[src/rtl/bdlec_pkg.sv]
// Package for the button-driven LED effect controller.
// Holds mode and register-index codes, field widths, reset values and limits.
// No dependencies.
`default_nettype none

package bdlec_pkg;

  // Field widths
  localparam int unsigned NumBtn      = 7;
  localparam int unsigned GroupCount  = 5;
  localparam int unsigned ResetBit    = 6;
  localparam int unsigned QuietW      = 11;
  localparam int unsigned SinceW      = 13;
  localparam int unsigned CfgIdxW     = 3;
  localparam int unsigned CfgDataW    = 24;

  // Counter limits and breathing constants
  localparam logic [QuietW-1:0] QuietMax      = '1;
  localparam logic [SinceW-1:0] SinceMax      = '1;
  localparam logic [7:0]        PeakFull      = 8'd255;
  localparam logic [7:0]        PeakPerButton = 8'd51;

  // Configuration reset values
  localparam logic [9:0]  DebounceRst    = 10'd50;
  localparam logic [9:0]  BreatheIntRst  = 10'd20;
  localparam logic [7:0]  BreatheStepRst = 8'd5;
  localparam logic [12:0] BlinkIntRst    = 13'd250;
  localparam logic [23:0] RedColorRst    = 24'hFF0000;
  localparam logic [23:0] GreenColorRst  = 24'h00FF00;
  localparam logic [23:0] FlashColorRst  = 24'hFFA500;

  typedef enum logic [1:0] {
    MODE_RED   = 2'd0,
    MODE_GREEN = 2'd1,
    MODE_FLASH = 2'd2
  } mode_e;

  typedef enum logic [CfgIdxW-1:0] {
    REG_DEBOUNCE     = 3'd0,
    REG_BREATHE_INT  = 3'd1,
    REG_BREATHE_STEP = 3'd2,
    REG_BLINK_INT    = 3'd3,
    REG_RED_COLOR    = 3'd4,
    REG_GREEN_COLOR  = 3'd5,
    REG_FLASH_COLOR  = 3'd6
  } reg_idx_e;

endpackage

`default_nettype wire

[src/rtl/button_driven_led_effect_controller.sv]
// Top level of the button-driven LED effect controller.
// Depends on bdlec_pkg (codes, widths, reset values).
`default_nettype none

// One input transfer is one millisecond tick carrying seven raw active-low
// button levels (bit 0 warning, bits 1..5 group, bit 6 reset). Each tick
// produces exactly one result. The block is a two-stage pipeline and takes
// a new tick in every clock cycle unless in_stall_o is high: stage one
// debounces the buttons, steps the effect of the mode held from the
// previous tick (red breathing, green breathing, yellow flashing) and runs
// the priority logic that picks the next mode and raises the one-shot
// events; stage two scales the effect colour by brightness/255 with three
// 8x8 multipliers and holds the result in the output register, which
// follows the stage-one register. in_stall_o rises only when both stages
// hold items and the output is stalled. The configuration port is always
// ready; write it only while no tick is in flight.
module button_driven_led_effect_controller (
  input  wire logic                              clk_i,
  input  wire logic                              rst_ni,
  // tick input
  input  wire logic                              in_valid_i,
  output      logic                              in_stall_o,
  input  wire logic [6:0]                        raw_levels_i,
  // result output
  output      logic                              out_valid_o,
  input  wire logic                              out_stall_i,
  output      logic [7:0]                        led_red_o,
  output      logic [7:0]                        led_green_o,
  output      logic [7:0]                        led_blue_o,
  output      logic                              strip_refresh_o,
  output      logic [6:0]                        pressed_mask_o,
  output      logic [1:0]                        effect_mode_o,
  output      logic                              reset_event_o,
  output      logic                              all_group_event_o,
  output      logic                              first_press_event_o,
  // configuration writes
  input  wire logic                              cfg_valid_i,
  output      logic                              cfg_ready_o,
  input  wire logic [bdlec_pkg::CfgIdxW-1:0]     cfg_index_i,
  input  wire logic [bdlec_pkg::CfgDataW-1:0]    cfg_data_i
);

  // Stage-one result: everything but the colour scaling
  typedef struct packed {
    logic        refresh;
    logic        scaled;    // 1: rgb * bright / 255, 0: push rgb as is
    logic [7:0]  bright;
    logic [23:0] rgb;
    logic [6:0]  pressed;
    logic [1:0]  mode;
    logic        ev_reset;
    logic        ev_all;
    logic        ev_first;
  } s1_t;

  function automatic logic [7:0] scale_chan(input logic [7:0] c, input logic [7:0] b);
    logic [15:0] prod;
    logic [16:0] sum;
    prod = c * b;
    // exact divide by 255 for a 16-bit product
    sum = {1'b0, prod} + {9'd0, prod[15:8]} + 17'd1;
    return sum[15:8];
  endfunction

  // ---------------------------------------------------------------------
  // Configuration registers
  // ---------------------------------------------------------------------
  logic [9:0]  debounce_q, breathe_int_q;
  logic [7:0]  breathe_step_q;
  logic [12:0] blink_int_q;
  logic [23:0] red_color_q, green_color_q, flash_color_q;

  assign cfg_ready_o = 1'b1;

  always_ff @(posedge clk_i or negedge rst_ni) begin
    if (!rst_ni) begin
      debounce_q     <= bdlec_pkg::DebounceRst;
      breathe_int_q  <= bdlec_pkg::BreatheIntRst;
      breathe_step_q <= bdlec_pkg::BreatheStepRst;
      blink_int_q    <= bdlec_pkg::BlinkIntRst;
      red_color_q    <= bdlec_pkg::RedColorRst;
      green_color_q  <= bdlec_pkg::GreenColorRst;
      flash_color_q  <= bdlec_pkg::FlashColorRst;
    end else if (cfg_valid_i && cfg_ready_o) begin
      case (cfg_index_i)
        bdlec_pkg::REG_DEBOUNCE:     debounce_q     <= cfg_data_i[9:0];
        bdlec_pkg::REG_BREATHE_INT:  breathe_int_q  <= cfg_data_i[9:0];
        bdlec_pkg::REG_BREATHE_STEP: breathe_step_q <= cfg_data_i[7:0];
        bdlec_pkg::REG_BLINK_INT:    blink_int_q    <= cfg_data_i[12:0];
        bdlec_pkg::REG_RED_COLOR:    red_color_q    <= cfg_data_i;
        bdlec_pkg::REG_GREEN_COLOR:  green_color_q  <= cfg_data_i;
        bdlec_pkg::REG_FLASH_COLOR:  flash_color_q  <= cfg_data_i;
        default: ; // unmapped index, write dropped
      endcase
    end
  end

  // ---------------------------------------------------------------------
  // Pipeline handshake
  // ---------------------------------------------------------------------
  logic s1_valid_q;
  s1_t  s1_q, s1_d;
  logic out_ld, s1_free, in_fire;

  assign out_ld     = s1_valid_q && (!out_valid_o || !out_stall_i);
  assign s1_free    = !s1_valid_q || out_ld;
  assign in_stall_o = !s1_free;
  assign in_fire    = in_valid_i && s1_free;

  // ---------------------------------------------------------------------
  // Stage one: debounce, effect step, mode priority
  // ---------------------------------------------------------------------
  logic [6:0]                   deb_q, deb_d, last_q;
  logic [bdlec_pkg::QuietW-1:0] cnt_q [bdlec_pkg::NumBtn];
  logic [bdlec_pkg::QuietW-1:0] cnt_d [bdlec_pkg::NumBtn];
  bdlec_pkg::mode_e             mode_q, mode_d;
  logic [bdlec_pkg::SinceW-1:0] since_q, since_d, since_inc;
  logic [7:0]                   bright_q, bright_d, gpeak_q, gpeak_d;
  logic                         dir_q, dir_d, phase_q, phase_d;
  logic                         first_done_q, first_done_d;
  logic                         all_seen_q, all_seen_d, rst_seen_q, rst_seen_d;

  logic [7:0]        peak, bnew;
  logic              dnew;
  logic signed [9:0] bsum;
  logic [6:0]        pressed;
  logic [2:0]        count;

  always_comb begin
    deb_d        = deb_q;
    mode_d       = mode_q;
    bright_d     = bright_q;
    dir_d        = dir_q;
    phase_d      = phase_q;
    gpeak_d      = gpeak_q;
    first_done_d = first_done_q;
    all_seen_d   = all_seen_q;
    rst_seen_d   = rst_seen_q;
    s1_d         = '0;
    count        = '0;

    // per-button quiet-time counters
    for (int i = 0; i < bdlec_pkg::NumBtn; i++) begin
      if (raw_levels_i[i] != last_q[i]) begin
        cnt_d[i] = '0;
      end else if (cnt_q[i] != bdlec_pkg::QuietMax) begin
        cnt_d[i] = cnt_q[i] + 1'b1;
      end else begin
        cnt_d[i] = cnt_q[i];
      end
      if (cnt_d[i] > {1'b0, debounce_q}) begin
        deb_d[i] = raw_levels_i[i];
      end
    end

    since_inc = (since_q != bdlec_pkg::SinceMax) ? since_q + 1'b1 : since_q;
    since_d   = since_inc;

    // triangle-wave step; peak test wins over the floor test
    peak = (mode_q == bdlec_pkg::MODE_RED) ? bdlec_pkg::PeakFull : gpeak_q;
    if (dir_q) begin
      bsum = $signed({2'b00, bright_q}) + $signed({2'b00, breathe_step_q});
    end else begin
      bsum = $signed({2'b00, bright_q}) - $signed({2'b00, breathe_step_q});
    end
    if (bsum >= $signed({2'b00, peak})) begin
      bnew = peak;
      dnew = 1'b0;
    end else if (bsum <= 10'sd0) begin
      bnew = '0;
      dnew = 1'b1;
    end else begin
      bnew = bsum[7:0];
      dnew = dir_q;
    end

    case (mode_q)
      bdlec_pkg::MODE_RED, bdlec_pkg::MODE_GREEN: begin
        if (since_inc >= {3'd0, breathe_int_q}) begin
          since_d       = '0;
          bright_d      = bnew;
          dir_d         = dnew;
          s1_d.refresh  = 1'b1;
          s1_d.scaled   = 1'b1;
          s1_d.bright   = bnew;
          s1_d.rgb      = (mode_q == bdlec_pkg::MODE_RED) ? red_color_q : green_color_q;
        end
      end
      bdlec_pkg::MODE_FLASH: begin
        if (since_inc >= blink_int_q) begin
          since_d      = '0;
          s1_d.refresh = 1'b1;
          s1_d.rgb     = phase_q ? flash_color_q : '0;
          phase_d      = ~phase_q;
        end
      end
      default: begin
        // unused mode code: push dark every tick
        s1_d.refresh = 1'b1;
      end
    endcase

    // priority chain over the debounced buttons
    pressed = ~deb_d;
    if (!first_done_q && (pressed[bdlec_pkg::ResetBit-1:0] != '0)) begin
      s1_d.ev_first = 1'b1;
      first_done_d  = 1'b1;
    end
    for (int i = 1; i <= bdlec_pkg::GroupCount; i++) begin
      count = count + {2'b00, pressed[i]};
    end

    if (pressed[0]) begin
      mode_d     = bdlec_pkg::MODE_FLASH;
      all_seen_d = 1'b0;
      rst_seen_d = 1'b0;
    end else if (pressed[bdlec_pkg::ResetBit]) begin
      mode_d = bdlec_pkg::MODE_RED;
      if (!rst_seen_q) begin
        s1_d.ev_reset = 1'b1;
        rst_seen_d    = 1'b1;
      end
      all_seen_d = 1'b0;
    end else if (count != '0) begin
      gpeak_d = 8'(count * bdlec_pkg::PeakPerButton);
      mode_d  = bdlec_pkg::MODE_GREEN;
      if ((count == 3'(bdlec_pkg::GroupCount)) && !all_seen_q) begin
        s1_d.ev_all = 1'b1;
      end
      all_seen_d = (count == 3'(bdlec_pkg::GroupCount));
      rst_seen_d = 1'b0;
    end else begin
      mode_d     = bdlec_pkg::MODE_RED;
      gpeak_d    = '0;
      all_seen_d = 1'b0;
      rst_seen_d = 1'b0;
    end

    // a mode change restarts the effect timing and the wave
    if (mode_d != mode_q) begin
      since_d  = '0;
      bright_d = '0;
      dir_d    = 1'b1;
    end

    s1_d.pressed = pressed;
    s1_d.mode    = mode_d;
  end

  always_ff @(posedge clk_i or negedge rst_ni) begin
    if (!rst_ni) begin
      deb_q        <= '1;
      last_q       <= '1;
      for (int i = 0; i < bdlec_pkg::NumBtn; i++) begin
        cnt_q[i] <= bdlec_pkg::QuietMax;
      end
      mode_q       <= bdlec_pkg::MODE_RED;
      since_q      <= bdlec_pkg::SinceMax;
      bright_q     <= '0;
      dir_q        <= 1'b1;
      phase_q      <= 1'b0;
      gpeak_q      <= '0;
      first_done_q <= 1'b0;
      all_seen_q   <= 1'b0;
      rst_seen_q   <= 1'b0;
      s1_valid_q   <= 1'b0;
    end else begin
      if (in_fire) begin
        deb_q        <= deb_d;
        last_q       <= raw_levels_i;
        for (int i = 0; i < bdlec_pkg::NumBtn; i++) begin
          cnt_q[i] <= cnt_d[i];
        end
        mode_q       <= mode_d;
        since_q      <= since_d;
        bright_q     <= bright_d;
        dir_q        <= dir_d;
        phase_q      <= phase_d;
        gpeak_q      <= gpeak_d;
        first_done_q <= first_done_d;
        all_seen_q   <= all_seen_d;
        rst_seen_q   <= rst_seen_d;
        s1_valid_q   <= 1'b1;
      end else if (out_ld) begin
        s1_valid_q <= 1'b0;
      end
    end
  end

  always_ff @(posedge clk_i) begin
    if (in_fire) begin
      s1_q <= s1_d;
    end
  end

  // ---------------------------------------------------------------------
  // Stage two: colour scaling and output register
  // ---------------------------------------------------------------------
  logic [23:0] strip_q, strip_d;

  always_comb begin
    strip_d = strip_q;  // idle tick: repeat last pushed colour
    if (s1_q.refresh) begin
      if (s1_q.scaled) begin
        strip_d = {scale_chan(s1_q.rgb[23:16], s1_q.bright),
                   scale_chan(s1_q.rgb[15:8],  s1_q.bright),
                   scale_chan(s1_q.rgb[7:0],   s1_q.bright)};
      end else begin
        strip_d = s1_q.rgb;
      end
    end
  end

  always_ff @(posedge clk_i or negedge rst_ni) begin
    if (!rst_ni) begin
      out_valid_o <= 1'b0;
      strip_q     <= '0;
    end else begin
      if (out_ld) begin
        out_valid_o <= 1'b1;
        strip_q     <= strip_d;
      end else if (!out_stall_i) begin
        out_valid_o <= 1'b0;
      end
    end
  end

  always_ff @(posedge clk_i) begin
    if (out_ld) begin
      strip_refresh_o     <= s1_q.refresh;
      pressed_mask_o      <= s1_q.pressed;
      effect_mode_o       <= s1_q.mode;
      reset_event_o       <= s1_q.ev_reset;
      all_group_event_o   <= s1_q.ev_all;
      first_press_event_o <= s1_q.ev_first;
    end
  end

  assign led_red_o   = strip_q[23:16];
  assign led_green_o = strip_q[15:8];
  assign led_blue_o  = strip_q[7:0];

`ifndef ASSERT_OFF
  // a stage-one item waiting on the output holds its payload
  a_s1_hold: assert property (@(posedge clk_i) disable iff (!rst_ni)
    s1_valid_q && !out_ld |=> $stable(s1_q))
    else $error("stage-one payload changed while waiting");

  // a mode change restarts timing and the breathing wave
  a_mode_restart: assert property (@(posedge clk_i) disable iff (!rst_ni)
    in_fire && (mode_d != mode_q) |=> (since_q == '0) && (bright_q == '0) && dir_q)
    else $error("mode change did not restart the effect");

  // the reset event only comes with red breathing selected
  a_reset_mode: assert property (@(posedge clk_i) disable iff (!rst_ni)
    out_valid_o && reset_event_o |-> effect_mode_o == bdlec_pkg::MODE_RED)
    else $error("reset event without red breathing");

  // the all-group event needs all five group buttons pressed
  a_all_group: assert property (@(posedge clk_i) disable iff (!rst_ni)
    out_valid_o && all_group_event_o |-> pressed_mask_o[5:1] == 5'h1F)
    else $error("all-group event with a group button released");
`endif

endmodule

`default_nettype wire

[config.mk]
export PLATFORM = sky130hd
export DESIGN_NAME = button_driven_led_effect_controller
export DESIGN_NICKNAME = d
export VERILOG_FILES = /design/src/rtl/bdlec_pkg.sv /design/src/rtl/button_driven_led_effect_controller.sv
export SDC_FILE = /design/constraint.sdc
export NUM_CORES = 1
export LEC_CHECK = 0
export BUFFER_PORTS_ARGS = -buffer_cell sky130_fd_sc_hd__buf_2
export CORE_UTILIZATION = 51
export CTS_CLUSTER_SIZE = 20
export DETAILED_ROUTE_END_ITERATION = 6
export GPL_TIMING_DRIVEN = 0
export HOLD_SLACK_MARGIN = 0.05
export PLACE_DENSITY = 0.67
export SETUP_SLACK_MARGIN = 0.05
export SYNTH_ARGS = -nofsm -noshare
export SYNTH_HDL_FRONTEND = slang
export SYNTH_SLANG_ARGS = --single-unit
[constraint.sdc]
create_clock -name clk_i -period 8.31 [get_ports clk_i]
set_input_delay 0.4155 -clock clk_i [delete_from_list [all_inputs] [get_ports clk_i]]
set_output_delay 0.4155 -clock clk_i [all_outputs]
set_load 0.03 [all_outputs]
==> metrics.txt, run 1 <==
clock skew=0.0156 ns; FF+latch count, synth=321; top_reg_cell synth=dfstp_2; min Tclk post-route=7.51 ns; die area=50,900 um2; vias in the first global route=20,082; Mapped Cells=2,698; synthesized area=25,500 um2; antenna-violating nets left=0; Buffers & Inverters on Critical Path=5; yosys warns=0; Synth cell types=88; TritonCTS clock tree=yes; Worst-Margin Slew=1.09 ns; final wirelength=64.4 mm; die height=226 um; ant diodes=0; dpl hpwl=48.4 mm; kind of critical path=flip-flop to flip-flop; CP max-delay cell=a2111oi_2; final setup fails=0; initial antenna violation count=0; clock share of power=26.3%; Syn Area/Cell=9.45 um2; area of the multi-input gates=15,700 um2; period utilization=90.4%; GRT Overall Usage=25.9%; EDFF count, synth=57; Total Nets Final=3,228; Max FO, Critical Path=10; FF/Latch Area=8500 um2; Post-synth top cells=nand2_1 (381), inv_1 (268), ha_1 (258); first-pass GRT wire length=104 mm; TNS Setup=0 ns; asr flop ratio synth=82.2%; leakage power=0.0131 uW; largest net degree at the start of global routing=101; Critical Path AT=7.94 ns; cell taking the most area after synthesis=dfstp_2; hold slack=0.0778 ns; headroom to the max-slew limit=27.0%; Top Family by Delay on Critical Path=adder cells; post-synthesis sequential area ratio=33.3%; Initial Utilization=51.9%; Hold Crit Class=primary input to flip-flop; number of CTS-inserted buffers=37; Power Internal=4050 uW; DRT iter0 DRCs=1,361; clk root buf=clkbuf_16; ratio of cells with drive above 1 in the final layout=14.9%; combinational share of power=41.0%; Clock Sinks=321; filler instances=4,303; most frequent cell after synthesis=nand2_1; PwrDens=235 nW/um2; synth top area cells=dfstp_2 (15%), ha_1 (13%), dfrtp_1 (12%); Pre-antenna DRT Iters=5; Post-Syn Nets=3,109; Net Sw Frac=38.8%; worst skew pair latency=0.58 ns; Wirelength per Cell=18.3 um; switching power=2570 uW; row cnt=81; Die Wd=226 um; RePlAce Congestion=0.905; outcome=finished clean; post-synth top area share=15.0%; RSZ-0062 raised after global routing=no; drt via density=5.68; core area=49,200 um2; input/output buffers=75; grt ovf=0; biggest cell delay along the critical path=0.63 ns; Fmax=133 MHz; H-tree depth=2; Final Max Tran Viols=0; CTS Buffer Depth=3; Peak supply drop=276 uV; Critical Path End Type=flip-flop; part of the power in registers=32.7%; Max Cap Viol=0; Hold Buf Count CTS=1; PostCTS Resize Cnt=0; area grow syn2layout=10.2%; vias=19,948; critical path data required time=8.74 ns; Worst-path clk slew=0.06 ns; DRC viols=0; Setup Buffers After CTS=0; endpoints failing hold=0; Ports=79; crit start category=flip-flop
==> routing by layer <==
metal | GRT usage, % | vias up | wire length (um)
met2 | 43.8 | 444 | 30900
met3 | 3.43 | 109 | 2780
li1 | - | 9483 | -
met4 | 8.29 | 0 | 1620
met1 | 34.4 | 9912 | 29100
met5 | 0 | - | 0
==> final cells by class <==
class / count / area share (%)
Timing Repair Buffer: 80 / 1.69
Multi-Input combinational cell: 2024 / 55.7
Clock inverter: 20 / 0.873
Sequential cell: 321 / 30.3
Tap cell: 664 / 2.96
Inverter: 270 / 3.61
Buffer: 83 / 1.15
Clock buffer: 48 / 3.70
==> cell families (layout without fill, tap and decap cells) <==
logic type	after synthesis	count (layout)	share of synthesized area [%]
AND/OR/NAND/NOR	917	917	17.7
AO/OA/AOI/OAI	475	475	12.0
adder cells (fa/ha/maj)	372	372	21.6
buffers and inverters	353	501	5.24
flip-flops	321	321	33.3
multiplexers	139	139	5.95
XOR/XNOR	120	120	4.12
other	1	1	0.0147
==> stage by stage <==
| stage | instances | util (%) | cell area [um2] | power, uW | worst slack, ns |
|---|---|---|---|---|---|
| finish | 3510 | 57.1 | 28100 | 6610 | 0.799 |
| detailed placement | 3441 | 54.5 | 26800 | 4880 | 0.901 |
| floorplan | 2698 | - | 25500 | 4130 | 2.08 |
| global placement | 3437 | 54.3 | 26700 | 4760 | 1.08 |
| CTS | 3510 | 57.1 | 28100 | 6650 | 0.882 |
| global route | 3510 | 57.1 | 28100 | 7090 | 0.504 |
==> flip-flops by register name, summed over array words and instances (netlist names), 6 cells and up <==
signal          count
flash_color_q      24
red_color_q        24
green_color_q      24
strip_q            24
debounce_q         10
cnt_q              77
pressed_mask_o      7
deb_q               7
s1_q               45
last_q              7
gpeak_q             6
bright_q            8
since_q            13
breathe_step_q      8
breathe_int_q      10
blink_int_q        13
==> tightest hold or removal path: cells and delay by family <==
kind | cells | cell delay [ns]
buffers and inverters | 1 | 0.13
AND/OR/NAND/NOR | 2 | 0.10
==> placed cells by master, fill, tap and decap left out, types with 20 or more instances in the layout <==
| cell | instances |
|---|---|
| a21o_1 | 34 |
| a21oi_1 | 123 |
| and2_1 | 157 |
| and3_1 | 30 |
| buf_2 | 79 |
| clkbuf_1 | 76 |
| clkbuf_16 | 38 |
| dfrtp_1 | 118 |
| dfstp_2 | 146 |
| edfxtp_1 | 57 |
| fa_1 | 114 |
| ha_1 | 258 |
| inv_1 | 268 |
| mux2_2 | 100 |
| mux2i_1 | 39 |
| nand2_1 | 381 |
| nand2b_1 | 27 |
| nand3_1 | 63 |
| nand4_1 | 41 |
| nor2_1 | 116 |
| nor2b_1 | 20 |
| nor3_1 | 30 |
| o21a_1 | 21 |
| o21ai_0 | 129 |
| o31ai_1 | 22 |
| xnor2_1 | 54 |
| xor2_1 | 66 |
==> power groups by stage <==
| stage | clock, uW | sequential [uW] | combinational, uW |
|---|---|---|---|
| final | 1740 | 2160 | 2710 |
| after global routing | 1830 | 2200 | 3060 |
| after CTS | 1780 | 2160 | 2720 |
| after detailed placement | 0 | 2180 | 2700 |
| after global placement | 0 | 2170 | 2590 |
| after floorplan | 0 | 2220 | 1920 |
==> path summary, 6_finish.rpt <==
path / endpoint / slack [ns] / cells past startpoint / start
worst max-delay path: strip_q[7]$_DFFE_PN0P_ / 0.80 / 25 / s1_q[41]$_SDFFCE_PN0P_
worst min-delay path: last_q[3]$_DFFE_PN1P_ / 0.08 / 3 / raw_levels_i[3]
worst max register to register: strip_q[7]$_DFFE_PN0P_ / 0.80 / 25 / s1_q[41]$_SDFFCE_PN0P_
worst min register to register: pressed_mask_o[1]$_DFFE_PP_ / 0.42 / 0 / s1_q[6]$_DFFE_PP_
max in group asynchronous: flash_color_q[8]$_DFFE_PN1P_ / 6.84 / 3 / rst_ni
min in group asynchronous: strip_q[23]$_DFFE_PN0P_ / 0.48 / 2 / rst_ni
Power figures use the tool's default switching activity.
==> run 2, diff against run 1 <==
Settings changed: ABC_AREA from default to 1, SKIP_LAST_GASP from default to 1.
==> metrics.txt, run 2 <==
outcome=finished clean (unchanged); yosys warns=0 (unchanged); DRC viols=0 (unchanged); antenna-violating nets left=0 (unchanged); most frequent cells in the layout=nand2_1 (877), inv_1 (666), o21ai_0 (312), ha_1 (258), nor2_1 (159) (was nand2_1 (381), inv_1 (268), ha_1 (258), and2_1 (157), dfstp_2 (146)); Peak supply drop=238 uV (was 276 uV); most frequent CP cell=nand2_1; RSZ-0062 raised after global routing=no (unchanged); Pre-antenna DRT Iters=5 (unchanged); final setup fails=0 (unchanged); clock skew=0.0289 ns (was 0.0156 ns); die area=52,400 um2 (was 50,900 um2); ratio of cells with drive above 1 in the final layout=10.1% (was 14.9%); CP max-delay cell=fa_1 (was a2111oi_2); asr flop ratio synth=82.2% (unchanged); Hold Crit Class=primary input to flip-flop (unchanged); Final Max Tran Viols=0 (unchanged); clk root buf=clkbuf_16 (unchanged); Mapped Cells=3,438 (was 2,698); Critical Path End Type=flip-flop (unchanged); min Tclk post-route=6.60 ns (was 7.51 ns); reg2reg setup slack=1.71 ns (was 0.80 ns); period utilization=79.5% (was 90.4%); area grow syn2layout=10.1% (was 10.2%); Largest register FFs=77 (unchanged); largest net degree at the start of global routing=118 (was 101); most frequent cell after synthesis=nand2_1 (unchanged); vias in the first global route=21,496 (was 20,082); wire length on met2=30.3 mm (was 30.9 mm); critical path data required time=8.77 ns (was 8.74 ns); EDFF count, synth=57 (unchanged); cell taking the most area after synthesis=dfstp_2 (unchanged); most common cell after layout, fill and taps aside=nand2_1 (unchanged); Ports=79 (unchanged); Wirelength per Cell=15.5 um (was 18.3 um); PostCTS Resize Cnt=0 (unchanged); Synth cell types=55 (was 88); Total Nets Final=3,971 (was 3,228); top sig layer=met4 (unchanged); TNS Setup=0 ns (unchanged); Clock Sinks=321 (unchanged); dpl hpwl=50.4 mm (was 48.4 mm); biggest cell delay along the critical path=0.55 ns (was 0.63 ns); leakage power=0.0154 uW (was 0.0131 uW); headroom to the max-slew limit=18.6% (was 27.0%); H-tree depth=2 (unchanged); first-pass GRT wire length=109 mm (was 104 mm); Critical Path AT=7.06 ns (was 7.94 ns); final wirelength=66.0 mm (was 64.4 mm); FF+latch count, synth=321 (unchanged); grt ovf=0 (unchanged); Die Wd=229 um (was 226 um); post-synthesis sequential area ratio=32.4% (was 33.3%); Fmax=151 MHz (was 133 MHz); Initial Utilization=52.0% (was 51.9%); initial antenna violation count=0 (unchanged); die height=229 um (was 226 um); ant diodes=0 (unchanged); DRT iter0 DRCs=1,480 (was 1,361); Worst-path clk slew=0.06 ns (about the same); Syn Area/Cell=7.64 um2 (was 9.45 um2); CTS Buffer Depth=3 (unchanged); input/output buffers=77 (was 75); core area=50,500 um2 (was 49,200 um2); number of CTS-inserted buffers=38 (was 37); RePlAce Congestion=0.898 (was 0.905); top_reg_cell synth=dfstp_2 (unchanged); largest reg by FF count=cnt_q (unchanged); PwrDens=254 nW/um2 (was 235 nW/um2); metal1 wirelength=30.9 mm (was 29.1 mm); vias=22,205 (was 19,948); met3 WL=2.82 mm (was 2.78 mm); endpoints failing hold=0 (unchanged); synthesized area=26,300 um2 (was 25,500 um2); Post-Syn Nets=3,849 (was 3,109); Worst-Margin Slew=1.22 ns (was 1.09 ns); biggest regs=cnt_q (77), s1_q (45) (unchanged); Max FO, Critical Path=10 (unchanged); drt via density=5.21 (was 5.68); GRT Overall Usage=25.9% (about the same); row cnt=82 (was 81); crit start category=flip-flop (unchanged); Max Cap Viol=0 (unchanged); Post-synth top cells=nand2_1 (877), inv_1 (666), o21ai_0 (312) (was nand2_1 (381), inv_1 (268), ha_1 (258)); final total power=7340 uW (was 6610 uW); Setup Buffers After CTS=0 (unchanged); post-synth top area share=14.6% (was 15.0%); kind of critical path=flip-flop to flip-flop (unchanged); synth top area cells=dfstp_2 (15%), nand2_1 (13%), ha_1 (12%) (was dfstp_2 (15%), ha_1 (13%), dfrtp_1 (12%)); worst skew pair latency=0.59 ns (was 0.58 ns); TritonCTS clock tree=yes (unchanged)
-- run 2: worst paths after layout --
| check | start | end | cells after the start |
|---|---|---|---|
| worst min-delay path | raw_levels_i[2] | last_q[2]$_DFFE_PN1P_ | 3 |
| max in group asynchronous | rst_ni | cnt_q[31]$_DFFE_PN1P_ | 3 |
| worst max register to register | s1_q[43]$_SDFFCE_PN0P_ | strip_q[6]$_DFFE_PN0P_ | 28 |
| worst max-delay path | s1_q[43]$_SDFFCE_PN0P_ | strip_q[6]$_DFFE_PN0P_ | 28 |
| min in group asynchronous | rst_ni | strip_q[4]$_DFFE_PN0P_ | 2 |
| worst min register to register | s1_q[7]$_DFFE_PP_ | pressed_mask_o[2]$_DFFE_PP_ | 0 |
-- run 2: critical path, delay by kind of cell, from the launching register on --
kind,cells,cell delay [ns]
fa+ha+maj,6,2.84
compound gates,5,1.00
buf+inv,6,0.80
flops,1,0.49
simple gates,10,0.95
xor+xnor,1,0.42
-- run 2: layout make-up --
cell class	instances	area (um2)
buffer	116	478
clock buffer	50	1060
clock inverter	20	265
fill	4863	21600
inverter	678	2540
multi-input combinational	2323	14700
sequential	321	8500
tap	672	841
timing repair buffer	82	490
-- run 2: report_power, final --
| part | switching (uW) | total [uW] | internal, uW |
|---|---|---|---|
| Clock | 716 | 1750 | 1030 |
| Combinational | 2260 | 3430 | 1160 |
| Sequential | 187 | 2160 | 1980 |
| Total | 3170 | 7340 | 4170 |
-- run 2: metal layers --
metal / track usage (%) / vias to the layer above
li1: - / 11106
met1: 35.7 / 10512
met2: 42.3 / 472
met3: 2.89 / 115
met4: 8.48 / 0
met5: 0 / -
-- run 2: what timing repair did --
item | 4_1_cts | 5_1_grt
hold buffers | 2 | 0
hold endpoints to repair | 45 | 0
endpoints found under the setup margin | 0 | 0
-- run 2: metrics by stage --
step	setup slack (ns)	hold WS, ns	utilization, %	std cells	instance area, um2
6_report	1.71	0.0865	57.3	4262	28900
3_5_place_dp	1.77	0.405	54.6	4190	27600
4_1_cts	1.73	0.0572	57.3	4262	28900
2_1_floorplan	2.64	0.120	-	3438	26300
5_1_grt	1.09	0.0740	57.3	4262	28900
3_3_place_gp	1.81	0.401	54.5	4187	27500
-- run 2: kinds of logic after synthesis --
family	after synthesis	synth area share [%]
flip-flops	321	32.4
XOR/XNOR	69	2.39
adder cells (fa/ha/maj)	372	21.0
AO/OA/AOI/OAI	530	10.7
multiplexers	24	0.915
other	1	0.0143
buffers and inverters	794	11.5
AND/OR/NAND/NOR	1327	21.1
